--- config.mk ---
export PLATFORM = sky130hd
export DESIGN_NAME = checksummed_frame_deframer_top
export DESIGN_NICKNAME = d
export VERILOG_FILES = /design/src/sv/cfd_pkg.sv /design/src/sv/cfd_parser.sv /design/src/sv/cfd_fifo.sv /design/src/sv/checksummed_frame_deframer_top.sv
export VERILOG_INCLUDE_DIRS = /design/src /design/src/sv
export SDC_FILE = /design/constraint.sdc
export NUM_CORES = 1
export LEC_CHECK = 0
export ABC_AREA = 1
export BUFFER_PORTS_ARGS = -buffer_cell sky130_fd_sc_hd__clkbuf_2
export CORE_MARGIN = 2
export CORE_UTILIZATION = 30
export CTS_CLUSTER_SIZE = 14
export DETAILED_ROUTE_END_ITERATION = 8
export GPL_TIMING_DRIVEN = 0
export PLACE_DENSITY_LB_ADDON = 0.3
export SLEW_MARGIN = 20
export SYNTH_ARGS = -nofsm -noshare
export SYNTH_HDL_FRONTEND = slang
export SYNTH_HIERARCHICAL = 1
export SYNTH_SLANG_ARGS = --single-unit
--- constraint.sdc ---
create_clock -name i_clk -period 13.1 [get_ports i_clk]
set_input_delay 1.965 -clock i_clk [delete_from_list [all_inputs] [get_ports i_clk]]
set_output_delay 1.965 -clock i_clk [all_outputs]
set_load 0.01 [all_outputs]
--- src/sv/checksummed_frame_deframer_top_macros.svh ---
// assertion helpers shared by the deframer
`ifndef CHECKSUMMED_FRAME_DEFRAMER_TOP_MACROS_SVH
`define CHECKSUMMED_FRAME_DEFRAMER_TOP_MACROS_SVH

// consequence must hold in the same cycle as the antecedent
`define CFD_ASSERT_NOW(lbl, ante, cons, msg) \
    lbl: assert property (@(posedge i_clk) disable iff (!i_rst_n) (ante) |-> (cons)) \
        else $error(msg);

// consequence must hold in the cycle after the antecedent
`define CFD_ASSERT_NEXT(lbl, ante, cons, msg) \
    lbl: assert property (@(posedge i_clk) disable iff (!i_rst_n) (ante) |=> (cons)) \
        else $error(msg);

`endif

--- src/sv/cfd_pkg.sv ---
package cfd_pkg;

    // frame constants
    localparam logic [15:0] HDR_MAGIC   = 16'hA00B;
    localparam logic [16:0] MIN_FRAME_M1 = 17'd7;   // minimum frame length minus one
    localparam logic [15:0] CMD_BYTES   = 16'd2;
    localparam logic [16:0] POS_MAX     = 17'h1FFFF;

    // byte positions inside a frame
    localparam logic [16:0] POS_HDR_HI  = 17'd0;
    localparam logic [16:0] POS_HDR_LO  = 17'd1;
    localparam logic [16:0] POS_VERSION = 17'd2;
    localparam logic [16:0] POS_SEQ     = 17'd3;
    localparam logic [16:0] POS_OPCODE  = 17'd4;
    localparam logic [16:0] POS_LEN_HI  = 17'd5;
    localparam logic [16:0] POS_LEN_LO  = 17'd6;
    localparam logic [16:0] POS_CMD_HI  = 17'd7;
    localparam logic [16:0] POS_CMD_LO  = 17'd8;
    localparam logic [16:0] POS_DATA    = 17'd9;

    // result queue depth
    localparam int CFD_FIFO_DEPTH = 4;

    typedef enum logic {
        KIND_PAYLOAD = 1'b0,
        KIND_VERDICT = 1'b1
    } t_kind;

    typedef enum logic [2:0] {
        ST_DELIVERED = 3'd0,
        ST_OK_EMPTY  = 3'd1,
        ST_SHORT     = 3'd2,
        ST_HEADER    = 3'd3,
        ST_REPEAT    = 3'd4,
        ST_LENGTH    = 3'd5,
        ST_CHECKSUM  = 3'd6
    } t_status;

    typedef struct packed {
        t_kind       kind;
        logic [7:0]  payload_byte;
        t_status     status;
        logic [7:0]  opcode;
        logic [7:0]  version;
        logic [15:0] command;
        logic [15:0] payload_count;
        logic        end_of_run;
    } t_result;

    // write strobes for the two result slots of one transfer
    typedef struct packed {
        logic en0;
        logic en1;
    } t_push;

endpackage

--- src/sv/cfd_parser.sv ---
module cfd_parser
    import cfd_pkg::*;
(
    input  logic       i_clk,
    input  logic       i_rst_n,
    input  logic       i_accept,
    input  logic [7:0] i_rx_byte,
    input  logic       i_last_byte,
    output t_push      o_push,
    output t_result    o_res0,
    output t_result    o_res1
);

    logic [7:0]  r_last_seq,   n_last_seq;
    logic [16:0] r_pos,        n_pos;
    logic [7:0]  r_sum,        n_sum;
    logic [15:0] r_header,     n_header;
    logic [7:0]  r_version,    n_version;
    logic [7:0]  r_seq,        n_seq;
    logic [7:0]  r_opcode,     n_opcode;
    logic [15:0] r_length,     n_length;
    logic [15:0] r_command,    n_command;
    logic [7:0]  r_held_byte,  n_held_byte;
    logic        r_held_valid, n_held_valid;

    t_result w_held;
    t_result w_verdict;

    // frame state registers
    always_ff @(posedge i_clk) begin
        if (!i_rst_n) begin
            r_last_seq   <= '0;
            r_pos        <= '0;
            r_sum        <= '0;
            r_header     <= '0;
            r_version    <= '0;
            r_seq        <= '0;
            r_opcode     <= '0;
            r_length     <= '0;
            r_command    <= '0;
            r_held_byte  <= '0;
            r_held_valid <= 1'b0;
        end else begin
            r_last_seq   <= n_last_seq;
            r_pos        <= n_pos;
            r_sum        <= n_sum;
            r_header     <= n_header;
            r_version    <= n_version;
            r_seq        <= n_seq;
            r_opcode     <= n_opcode;
            r_length     <= n_length;
            r_command    <= n_command;
            r_held_byte  <= n_held_byte;
            r_held_valid <= n_held_valid;
        end
    end

    // held data byte as a tentative payload result
    always_comb begin
        w_held              = '0;
        w_held.kind         = KIND_PAYLOAD;
        w_held.payload_byte = r_held_byte;
        w_held.status       = ST_DELIVERED;
        w_held.end_of_run   = !i_last_byte;
    end

    // verdict checks in priority order, sequence update once the repeat check passes
    always_comb begin
        w_verdict            = '0;
        w_verdict.kind       = KIND_VERDICT;
        w_verdict.opcode     = r_opcode;
        w_verdict.version    = r_version;
        w_verdict.end_of_run = 1'b1;
        n_last_seq           = r_last_seq;
        if (r_pos < MIN_FRAME_M1) begin
            w_verdict.status  = ST_SHORT;
            w_verdict.opcode  = '0;
            w_verdict.version = '0;
        end else if (r_header != HDR_MAGIC) begin
            w_verdict.status = ST_HEADER;
        end else if (r_seq != '0 && r_seq == r_last_seq) begin
            w_verdict.status = ST_REPEAT;
        end else begin
            n_last_seq = r_seq;
            if (({1'b0, r_length} + MIN_FRAME_M1) != r_pos) begin
                w_verdict.status = ST_LENGTH;
            end else if (r_sum != i_rx_byte) begin
                w_verdict.status = ST_CHECKSUM;
            end else if (r_length > CMD_BYTES) begin
                w_verdict.status        = ST_DELIVERED;
                w_verdict.command       = r_command;
                w_verdict.payload_count = r_length - CMD_BYTES;
            end else begin
                w_verdict.status = ST_OK_EMPTY;
            end
        end
        if (!(i_accept && i_last_byte)) begin
            n_last_seq = r_last_seq;
        end
    end

    // field capture, running sum, position count and result slots
    always_comb begin
        n_pos        = r_pos;
        n_sum        = r_sum;
        n_header     = r_header;
        n_version    = r_version;
        n_seq        = r_seq;
        n_opcode     = r_opcode;
        n_length     = r_length;
        n_command    = r_command;
        n_held_byte  = r_held_byte;
        n_held_valid = r_held_valid;
        o_push       = '0;
        o_res0       = w_held;
        o_res1       = w_verdict;
        if (i_accept && !i_last_byte) begin
            o_push.en0 = (r_pos >= POS_DATA) && r_held_valid;
            unique case (r_pos)
                POS_HDR_HI:  n_header[15:8]  = i_rx_byte;
                POS_HDR_LO:  n_header[7:0]   = i_rx_byte;
                POS_VERSION: n_version       = i_rx_byte;
                POS_SEQ:     n_seq           = i_rx_byte;
                POS_OPCODE:  n_opcode        = i_rx_byte;
                POS_LEN_HI:  n_length[15:8]  = i_rx_byte;
                POS_LEN_LO:  n_length[7:0]   = i_rx_byte;
                POS_CMD_HI:  n_command[15:8] = i_rx_byte;
                POS_CMD_LO:  n_command[7:0]  = i_rx_byte;
                default: begin
                    n_held_byte  = i_rx_byte;
                    n_held_valid = 1'b1;
                end
            endcase
            n_sum = r_sum + i_rx_byte;
            if (r_pos < POS_MAX) begin
                n_pos = r_pos + 17'd1;
            end
        end else if (i_accept) begin
            // final byte: flush held byte first, then the verdict
            if (r_held_valid) begin
                o_push.en0 = 1'b1;
                o_push.en1 = 1'b1;
            end else begin
                o_push.en0 = 1'b1;
                o_res0     = w_verdict;
            end
            n_pos        = '0;
            n_sum        = '0;
            n_header     = '0;
            n_version    = '0;
            n_seq        = '0;
            n_opcode     = '0;
            n_length     = '0;
            n_command    = '0;
            n_held_byte  = '0;
            n_held_valid = 1'b0;
        end
    end

endmodule

--- src/sv/cfd_fifo.sv ---
module cfd_fifo
    import cfd_pkg::*;
#(
    parameter int P_DEPTH = CFD_FIFO_DEPTH
) (
    input  logic                         i_clk,
    input  logic                         i_rst_n,
    input  t_push                        i_push,
    input  t_result                      i_res0,
    input  t_result                      i_res1,
    input  logic                         i_pop,
    output t_result                      o_head,
    output logic                         o_valid,
    output logic                         o_room2,
    output logic [$clog2(P_DEPTH+1)-1:0] o_count
);

    localparam int L_PTR_W = $clog2(P_DEPTH);
    localparam int L_CNT_W = $clog2(P_DEPTH + 1);

    t_result              r_mem [P_DEPTH];
    logic [L_PTR_W-1:0]   r_wr, n_wr;
    logic [L_PTR_W-1:0]   r_rd, n_rd;
    logic [L_CNT_W-1:0]   r_count, n_count;
    logic [L_PTR_W-1:0]   w_wr1;
    logic                 w_pop;

    function automatic logic [L_PTR_W-1:0] ptr_inc(input logic [L_PTR_W-1:0] p);
        logic [L_PTR_W-1:0] q;
        if (p == L_PTR_W'(P_DEPTH - 1)) begin
            q = '0;
        end else begin
            q = p + L_PTR_W'(1);
        end
        return q;
    endfunction

    assign w_wr1 = ptr_inc(r_wr);
    assign w_pop = i_pop && (r_count != '0);

    // storage writes, second slot follows the first
    always_ff @(posedge i_clk) begin
        if (i_push.en0) begin
            r_mem[r_wr] <= i_res0;
        end
        if (i_push.en1) begin
            r_mem[w_wr1] <= i_res1;
        end
    end

    // pointer and fill count
    always_comb begin
        n_wr = r_wr;
        if (i_push.en1) begin
            n_wr = ptr_inc(w_wr1);
        end else if (i_push.en0) begin
            n_wr = w_wr1;
        end
        n_rd    = w_pop ? ptr_inc(r_rd) : r_rd;
        n_count = r_count + L_CNT_W'(i_push.en0) + L_CNT_W'(i_push.en1)
                  - L_CNT_W'(w_pop);
    end

    always_ff @(posedge i_clk) begin
        if (!i_rst_n) begin
            r_wr    <= '0;
            r_rd    <= '0;
            r_count <= '0;
        end else begin
            r_wr    <= n_wr;
            r_rd    <= n_rd;
            r_count <= n_count;
        end
    end

    assign o_head  = r_mem[r_rd];
    assign o_valid = (r_count != '0);
    assign o_room2 = (r_count <= L_CNT_W'(P_DEPTH - 2));
    assign o_count = r_count;

endmodule

--- src/sv/checksummed_frame_deframer_top.sv ---
// checksummed frame deframer
// input channel: one received frame byte per transfer on i_rx_byte, with
// i_last_byte high on the final (checksum) byte; valid/ready handshake.
// output channel: result items on valid/ready. a payload byte from position
// nine on comes out one byte late as a tentative kind 0 result; the final
// byte yields the verdict (kind 1), preceded by the last held payload byte, if any.
// throughput: one input byte per cycle while input ready is high. each
// accepted byte is parsed in the cycle it is taken and its results are
// written into a small result queue in that cycle. the queue takes two
// writes and gives one read per cycle; input ready drops only when it has
// room for fewer than two results, which happens when the receiver stalls
// and results build up in the queue.
// a receiver stall therefore backs up into the input after the queue fills.
// reset (synchronous, active low) clears the frame state, the stored
// sequence number and the queue; no result is pending after reset.
module checksummed_frame_deframer_top
    import cfd_pkg::*;
#(
    parameter int P_FIFO_DEPTH = CFD_FIFO_DEPTH
) (
    input  logic        i_clk,
    input  logic        i_rst_n,
    input  logic        i_valid,
    output logic        o_ready,
    input  logic [7:0]  i_rx_byte,
    input  logic        i_last_byte,
    output logic        o_valid,
    input  logic        i_ready,
    output logic        o_result_kind,
    output logic [7:0]  o_payload_byte,
    output logic [2:0]  o_status,
    output logic [7:0]  o_opcode,
    output logic [7:0]  o_version,
    output logic [15:0] o_command,
    output logic [15:0] o_payload_count,
    output logic        o_end_of_run
);

`include "checksummed_frame_deframer_top_macros.svh"

    localparam int L_CNT_W = $clog2(P_FIFO_DEPTH + 1);

    logic               w_accept;
    t_push              w_push;
    t_result            w_res0;
    t_result            w_res1;
    t_result            w_head;
    logic [L_CNT_W-1:0] w_count;

    assign w_accept = i_valid && o_ready;

    // byte parser and verdict logic
    cfd_parser u_parser (
        .i_clk       (i_clk),
        .i_rst_n     (i_rst_n),
        .i_accept    (w_accept),
        .i_rx_byte   (i_rx_byte),
        .i_last_byte (i_last_byte),
        .o_push      (w_push),
        .o_res0      (w_res0),
        .o_res1      (w_res1)
    );

    // result queue
    cfd_fifo #(
        .P_DEPTH (P_FIFO_DEPTH)
    ) u_fifo (
        .i_clk   (i_clk),
        .i_rst_n (i_rst_n),
        .i_push  (w_push),
        .i_res0  (w_res0),
        .i_res1  (w_res1),
        .i_pop   (i_ready),
        .o_head  (w_head),
        .o_valid (o_valid),
        .o_room2 (o_ready),
        .o_count (w_count)
    );

    // output fields
    assign o_result_kind   = w_head.kind;
    assign o_payload_byte  = w_head.payload_byte;
    assign o_status        = w_head.status;
    assign o_opcode        = w_head.opcode;
    assign o_version       = w_head.version;
    assign o_command       = w_head.command;
    assign o_payload_count = w_head.payload_count;
    assign o_end_of_run    = w_head.end_of_run;

    // checks
    `CFD_ASSERT_NOW(a_count_bound, 1'b1, w_count <= L_CNT_W'(P_FIFO_DEPTH), "queue overfilled")
    `CFD_ASSERT_NOW(a_push_order, w_push.en1, w_push.en0, "second slot written without first")
    `CFD_ASSERT_NEXT(a_verdict_queued, w_accept && i_last_byte, o_valid, "verdict not queued")
    `CFD_ASSERT_NOW(a_payload_status, o_valid && o_result_kind == KIND_PAYLOAD,
                    o_status == ST_DELIVERED, "payload result with nonzero status")

endmodule
==> results of run 1 <==
[layout by cell type, fill, tap and decap left out, types with 6 or more instances in the layout]
cell type,n
sky130_fd_sc_hd__o22ai_1,61
sky130_fd_sc_hd__clkbuf_1,66
sky130_fd_sc_hd__clkbuf_16,43
sky130_fd_sc_hd__nor3_1,21
sky130_fd_sc_hd__o21ai_0,378
sky130_fd_sc_hd__clkinv_2,6
sky130_fd_sc_hd__clkbuf_8,6
sky130_fd_sc_hd__nand3_1,61
sky130_fd_sc_hd__ha_1,22
sky130_fd_sc_hd__nor2_1,255
sky130_fd_sc_hd__buf_6,51
sky130_fd_sc_hd__inv_2,6
sky130_fd_sc_hd__nand2_4,9
sky130_fd_sc_hd__clkbuf_2,75
sky130_fd_sc_hd__nor4_1,6
sky130_fd_sc_hd__nand2_2,6
sky130_fd_sc_hd__nand3_2,23
sky130_fd_sc_hd__conb_1,10
sky130_fd_sc_hd__edfxtp_1,244
sky130_fd_sc_hd__bufinv_16,6
sky130_fd_sc_hd__dfxtp_1,123
sky130_fd_sc_hd__o21ai_1,26
sky130_fd_sc_hd__inv_1,247
sky130_fd_sc_hd__xor2_1,19
sky130_fd_sc_hd__buf_2,9
sky130_fd_sc_hd__buf_4,20
sky130_fd_sc_hd__nand2_1,597
sky130_fd_sc_hd__nand4_1,13
sky130_fd_sc_hd__a21oi_1,115
[critical path: stages, from the launching register on]
cell                       delay (ns)
sky130_fd_sc_hd__dfxtp_1         0.55
sky130_fd_sc_hd__inv_2           0.34
sky130_fd_sc_hd__clkbuf_1        0.48
sky130_fd_sc_hd__o21ai_0         0.18
sky130_fd_sc_hd__o22ai_1         0.38
sky130_fd_sc_hd__clkbuf_2        0.22
[per-stage QoR]
stage / util / hold slack (ns) / cell area (um^2) / instances / setup WS [ns]
detailed placement: 0.330 / 0.453 / 21300 / 3366 / 8.24
global route: 0.353 / 0.475 / 22800 / 3443 / 8.33
floorplan: - / 0.441 / 19700 / 2430 / 5.45
global placement: 0.327 / 0.448 / 21100 / 3360 / 0.829
finish: 0.353 / 0.462 / 22800 / 3443 / 8.38
CTS: 0.353 / 0.462 / 22800 / 3443 / 8.42
[cell families (layout without fill, tap and decap cells)]
logic type      after synthesis  count (layout)  synth area share
buf+inv                     393             551            0.0990
other cells                   2              10          0.000382
flops                       367             367             0.498
compound gates              598             598             0.159
xor+xnor                     23              23            0.0103
simple gates               1014            1014             0.216
fa+ha+maj                    25              25            0.0171
[path summary, 6_finish.rpt]
kind,end,cells after the start
max,o_payload_count[1],5
min reg2reg,u_parser/r_command[8],2
max reg2reg,u_fifo/o_count[2],13
min,u_parser/r_command[8],2
[area by class of cell]
| cell class | instances | share of cell area |
|---|---|---|
| clock inverter | 20 | 0.0120 |
| sequential | 367 | 0.430 |
| clock buffer | 57 | 0.0522 |
| buffer | 139 | 0.0435 |
| timing repair buffer | 81 | 0.0231 |
| inverter | 254 | 0.0419 |
| tap | 855 | 0.0470 |
| multi-input combinational | 1670 | 0.350 |
[flip-flops by register name, indices dropped and copies added, names as in the netlist, 16 cells and up, named ones only]
register	cells
u_fifo/r_mem	244
u_parser/r_length	16
u_parser/r_header	16
u_parser/r_pos	17
u_parser/r_command	16
[per-layer routing]
| layer | track usage | wire length [um] |
|---|---|---|
| met5 | 0 | 16 |
| met4 | 0.0495 | 1260 |
| met3 | 0.0340 | 4940 |
| met2 | 0.316 | 30400 |
| met1 | 0.243 | 27100 |
[power breakdown]
group | internal (mW) | total [mW] | switching (mW)
Clock | 0.758 | 1.25 | 0.488
Sequential | 1.28 | 1.31 | 0.0292
Combinational | 0.248 | 0.804 | 0.557
==> impl_table.tex, run 1 <==
\begin{tabular}{lr}
\hline
Metric & Value \\
\hline
\multicolumn{2}{l}{\textbf{Run status}} \\
Run status & finished clean \\
\multicolumn{2}{l}{\textbf{Yosys}} \\
Leading cell type by number of instances after synthesis & sky130\_fd\_sc\_hd\_\_nand2\_1 \\
Largest area contributor in the netlist & sky130\_fd\_sc\_hd\_\_edfxtp\_1 \\
Post-synth top cells & sky130\_fd\_sc\_hd\_\_nand2\_1 (600), sky130\_fd\_sc\_hd\_\_o21ai\_0 (379), sky130\_fd\_sc\_hd\_\_nor2\_1 (255), sky130\_fd\_sc\_hd\_\_inv\_1 (247), sky130\_fd\_sc\_hd\_\_edfxtp\_1 (244) \\
Total number of yosys warnings & 6 \\
Number of synthesized register bits & between 300 and 400 \\
Fraction of registers with async set/reset & 0 \\
Most area-consuming cells after synthesis & sky130\_fd\_sc\_hd\_\_edfxtp\_1 (37\%), sky130\_fd\_sc\_hd\_\_dfxtp\_1 (13\%), sky130\_fd\_sc\_hd\_\_nand2\_1 (11\%) \\
Number of distinct library cells after synthesis & 45 \\
Cells after Synth & approximately 2400 \\
Number of flops mapped to enable cells by yosys & 244 \\
Netlist Area Pre-Place & $\sim$20000 um\^{}2 \\
Most used flip-flop cell after synthesis & sky130\_fd\_sc\_hd\_\_edfxtp\_1 \\
Seq/Total Area, Yosys & 0.498 \\
Fraction of post-synthesis cell area in the top cell type by area & 0.373 \\
Mean post-synth cell area & 8.11 um\^{}2 \\
\multicolumn{2}{l}{\textbf{CTS}} \\
Number of CTS-inserted buffers & 42 \\
Clock Pin Slew Worst Setup and Hold Paths & roughly 0.060 ns \\
Hold bufs inserted after CTS & 0 \\
Clk\_lat worst skew & roughly 0.6 ns \\
CTS tree & done \\
Gates resized, CTS repair & 0 \\
Count of buffers added by post-CTS timing repair for setup & 0 \\
Max clock buf depth & 3 \\
Number of sinks handled by clock tree synthesis & 367 \\
Clock tree root driver cell & sky130\_fd\_sc\_hd\_\_clkbuf\_16 \\
\# H-tree levels & 2 \\
\multicolumn{2}{l}{\textbf{Flow run}} \\
Max-cap violation count & 0 \\
\multicolumn{2}{l}{\textbf{Detailed routing}} \\
Via-to-Cell Ratio & between 5 and 6 \\
Residual DRC count & 0 \\
Vias & $\sim$17000 \\
1st-pass router iterations & 8 \\
DR iter-0 viols & $\sim$1700 \\
Number of routed nets with antenna violations & 0 \\
Routed wirelength normalized by instance count & $\sim$18 um \\
Overall routed net length & $\sim$64000 um \\
\multicolumn{2}{l}{\textbf{Critical path}} \\
Startpoint types & flip-flop \\
Biggest fanout along the worst timing path & 10 \\
Endpoint type of the worst setup path & primary output \\
Data arrival, critical path & approximately 2.8 ns \\
Start of the worst register-to-register path & u\_parser/r\_pos[8] \\
Required time worst endpoint & about 11 ns \\
Register-to-register setup slack & a little over 9 ns \\
Worst Setup Path Type & reg2out \\
\multicolumn{2}{l}{\textbf{Place}} \\
Detailed-placement wirelength estimate & around 45000 um \\
Final weighted congestion in routability-driven placement & 0.877 \\
Count of buffers from port buffering & 75 \\
\multicolumn{2}{l}{\textbf{Global route}} \\
Number of antenna violations at the first check in global routing & 1 \\
Largest net degree at the start of global routing & between 40 and 50 \\
Number of global-route vias before repair & about 17000 \\
Total global routing overflow & 0 \\
First-pass GRT wire length & 97400 um \\
Total GRT Usage & 0.186 \\
\multicolumn{2}{l}{\textbf{Min path}} \\
Worst Min Path Start & u\_parser/r\_command[8] \\
Min-Delay Path Class & reg2reg \\
\multicolumn{2}{l}{\textbf{Timing}} \\
Final count of negative-setup-slack endpoints & 0 \\
Headroom to the max-slew limit & 0.384 \\
Fin crit period & between 4 and 5 ns \\
TNS Setup & 0 ns \\
Max Clk Rate & 212 MHz \\
Post-route clock skew & approximately 0.027 ns \\
Max-slew violation total from the final report & 0 \\
RSZ-0062 raised after global routing & no \\
Measured slew at the worst slew-check pin & slightly above 0.9 ns \\
Share of the clock period used by the worst path & 0.360 \\
Number of failing hold endpoints at the final stage & 0 \\
\multicolumn{2}{l}{\textbf{Final layout}} \\
Syn-to-layout area delta & 15.9\% \\
Count of fill cells added during filler insertion & about 6600 \\
Total Nets Final & about 2600 \\
Multi-input gate area & about 8000 um\^{}2 \\
Register cell area after layout & roughly 9800 um\^{}2 \\
Share of layout cells above drive strength 1 & 0.111 \\
Diodes inserted & 0 \\
\multicolumn{2}{l}{\textbf{Floorplanning}} \\
Starting density of the core & 0.304 \\
Die Y-Extent & 260 um \\
Row count & 93 \\
CORE AREA & between 60000 and 70000 um\^{}2 \\
Die boundary width & 260 um \\
Io pins & 76 \\
Floorplan die area & about 68000 um\^{}2 \\
\multicolumn{2}{l}{\textbf{Power}} \\
Power density over the cells & 148 nW/um\^{}2 \\
Total power consumption of the routed design & 3.36 mW \\
Leakage power summed over all cells & around 8.6 nW \\
VDD IR max & between 0.00007 and 0.00008 V \\
\hline
\end{tabular}
Power figures use the tool's default switching activity.
==> run 2, diff against run 1 <==
clock period = 4.6 ns   (was 13.1 ns; I/O delays follow)
==> run 2 against run 1 <==
Effect of this change: die area unchanged; combinational power rose to 2.8 times the previous value; setup slack worse by 7.9 ns; non-clock buffer count unchanged; final cell count unchanged; global-route usage barely moved; sequential share of layout area is 0.12 points higher.
==> impl_table.tex, run 2 (synthesis gave the netlist of run 1 again) <==
\begin{tabular}{lr}
\hline
Metric & Value \\
\hline
\multicolumn{2}{l}{\textbf{Detailed routing}} \\
Routed wirelength normalized by instance count & $\sim$18 um \\
DR iter-0 viols & between 1000 and 1500 \\
1st-pass router iterations & 6 \\
Via-to-Cell Ratio & $\sim$5.0 \\
Residual DRC count & 0 \\
Number of routed nets with antenna violations & 0 \\
Overall routed net length & about 63000 um \\
Vias & $\sim$17000 \\
\multicolumn{2}{l}{\textbf{Timing}} \\
Measured slew at the worst slew-check pin & around 0.9 ns \\
Max Clk Rate & about 240 MHz \\
Headroom to the max-slew limit & 0.398 \\
Max-slew violation total from the final report & 0 \\
Fin crit period & 4.15 ns \\
Post-route clock skew & about 0.029 ns \\
Final worst-path setup slack & approximately 0.45 ns \\
Share of the clock period used by the worst path & 0.903 \\
Number of failing hold endpoints at the final stage & 0 \\
Final count of negative-setup-slack endpoints & 0 \\
RSZ-0062 raised after global routing & no \\
\multicolumn{2}{l}{\textbf{CTS}} \\
Max clock buf depth & 3 \\
Count of buffers added by post-CTS timing repair for setup & 0 \\
Clock tree root driver cell & sky130\_fd\_sc\_hd\_\_clkbuf\_16 \\
Gates resized, CTS repair & 0 \\
\# H-tree levels & 2 \\
Hold bufs inserted after CTS & 0 \\
CTS tree & done \\
Clock Pin Slew Worst Setup and Hold Paths & approximately 0.060 ns \\
Number of CTS-inserted buffers & 43 \\
Number of sinks handled by clock tree synthesis & 367 \\
Clk\_lat worst skew & slightly below 0.6 ns \\
\multicolumn{2}{l}{\textbf{Floorplanning}} \\
CORE AREA & 64600 um\^{}2 \\
Die Y-Extent & around 260 um \\
Io pins & 76 \\
Floorplan die area & 67500 um\^{}2 \\
Die boundary width & 260 um \\
Row count & between 90 and 100 \\
Starting density of the core & 0.304 \\
\multicolumn{2}{l}{\textbf{Critical path}} \\
Register-to-register setup slack & between 0.4 and 0.5 ns \\
Start of the worst register-to-register path & u\_parser/r\_pos[14] \\
Startpoint types & flip-flop \\
Worst Setup Path Type & reg2reg \\
Cell chain of the critical path & buf\_2 -> nor2\_1 -> nand3\_1 -> nor2\_1 -> nand3\_1 -> o221a\_2 -> o21ai\_0 -> inv\_1 -> o21ai\_4 -> buf\_16 -> buf\_16 -> buf\_16 \\
Endpoint type of the worst setup path & flip-flop \\
Cell type with the highest occurrence count on the critical path & sky130\_fd\_sc\_hd\_\_buf\_16 \\
Biggest fanout along the worst timing path & 18 \\
Highest-delay cell along the critical path & sky130\_fd\_sc\_hd\_\_o21ai\_4 \\
Required time worst endpoint & $\sim$5 ns \\
Crit Reg-Reg Endpoint & u\_fifo/r\_mem[3][19] \\
Count of cells along the worst register-to-register path & 12 \\
Data arrival, critical path & about 4.4 ns \\
Critical Path Max Stage Delay & approximately 0.67 ns \\
\multicolumn{2}{l}{\textbf{Power}} \\
Total power consumption of the routed design & between 9 and 10 mW \\
Leakage power summed over all cells & roughly 8.6 nW \\
Power density over the cells & 413 nW/um\^{}2 \\
VDD IR max & 0.000252 V \\
\multicolumn{2}{l}{\textbf{Min path}} \\
Min-Delay Path Class & reg2reg \\
Worst Min Path Start & u\_parser/r\_command[12] \\
Number of instances on the worst hold path & 2 \\
Hold Path End & u\_parser/r\_command[12] \\
\multicolumn{2}{l}{\textbf{Place}} \\
Post-placement setup slack & $\sim$0.47 ns \\
Count of buffers from port buffering & 75 \\
Detailed-placement wirelength estimate & 44600 um \\
Final weighted congestion in routability-driven placement & between 0.8 and 0.9 \\
Placed cell count & 3366 \\
\multicolumn{2}{l}{\textbf{Final layout}} \\
Syn-to-layout area delta & 15.6\% \\
Total Nets Final & $\sim$2600 \\
Top reg by flops & u\_fifo/r\_mem \\
Share of layout cells above drive strength 1 & 0.111 \\
Post-layout util & 0.352 \\
Commonest cells after routing, fill and taps aside & sky130\_fd\_sc\_hd\_\_nand2\_1 (597), sky130\_fd\_sc\_hd\_\_o21ai\_0 (378), sky130\_fd\_sc\_hd\_\_nor2\_1 (255) \\
Diodes inserted & 0 \\
Number of standard cells in the layout, taps in and fillers out & between 3000 and 4000 \\
Number of flip-flops in the largest register & around 240 \\
Largest regs & u\_fifo/r\_mem: 244 flops, u\_parser/r\_pos: 17 flops \\
Most common cell after layout, fill and taps aside & sky130\_fd\_sc\_hd\_\_nand2\_1 \\
\multicolumn{2}{l}{\textbf{Global route}} \\
Largest net degree at the start of global routing & 45 \\
Number of antenna violations at the first check in global routing & 1 \\
Total global routing overflow & 0 \\
Total GRT Usage & 0.187 \\
First-pass GRT wire length & 97700 um \\
Number of global-route vias before repair & 16600 \\
\multicolumn{2}{l}{\textbf{Run status}} \\
Run status & finished clean \\
\multicolumn{2}{l}{\textbf{Flow run}} \\
Max-cap violation count & 0 \\
\hline
\end{tabular}
## run 2: area by class of cell
class	instances	area (um^2)
inverters	254	953
clock buffers	54	1180
flip-flops and latches	367	9790
clock inverters	23	210
plain buffers	139	991
multi-input cells	1670	7970
fillers	6534	41900
well taps	855	1070
repair buffers	81	533
## run 2: how the worst max path moves through the flow
stage	from	endpoint	slack, ns
detailed placement	u_parser/r_pos[14]	u_fifo/r_mem[3][14]	0.47
finish	u_parser/r_pos[14]	u_fifo/r_mem[3][19]	0.45
global route	u_parser/r_pos[14]	u_fifo/r_mem[3][19]	0.22
floorplan	u_parser/r_pos[14]	u_fifo/r_mem[3][0]	0.72
global placement	u_parser/r_pos[14]	u_fifo/r_mem[3][16]	-1.43
CTS	u_parser/r_pos[14]	u_fifo/r_mem[3][19]	0.43
## run 2: power by group
| part | switching [mW] | total [mW] | internal [mW] |
|---|---|---|---|
| registers | 0.0839 | 3.74 | 3.65 |
| logic | 1.57 | 2.28 | 0.709 |
| clock network | 1.41 | 3.35 | 1.95 |
| total | 3.06 | 9.37 | 6.31 |
## run 2: through the flow
step | area [um^2] | setup TNS, ns | hold WS, ns
CTS | 22700 | 0 | 0.442
detailed placement | 21300 | 0 | 0.455
floorplan | 19700 | 0 | 0.441
global route | 22700 | 0 | 0.475
finish | 22700 | 0 | 0.462
global placement | 21100 | -208.96 | 0.448
## run 2: worst max-delay path, delay by kind of cell, from the launching register on
| kind | cells | cell delay (ns) |
|---|---|---|
| DFF | 1 | 0.29 |
| buffers and inverters | 5 | 1.07 |
| and+or+nand+nor | 4 | 0.88 |
| AOI/OAI and AO/OA | 3 | 1.58 |
## run 2: per-layer routing
layer | global-route usage | vias to the layer above | part of all wire
met3 | 0.0351 | 119 | 0.074
met2 | 0.314 | 636 | 0.48
met5 | 0 | - | 0.00025
met1 | 0.242 | 8131 | 0.42
met4 | 0.0578 | 2 | 0.028
li1 | - | 8315 | -
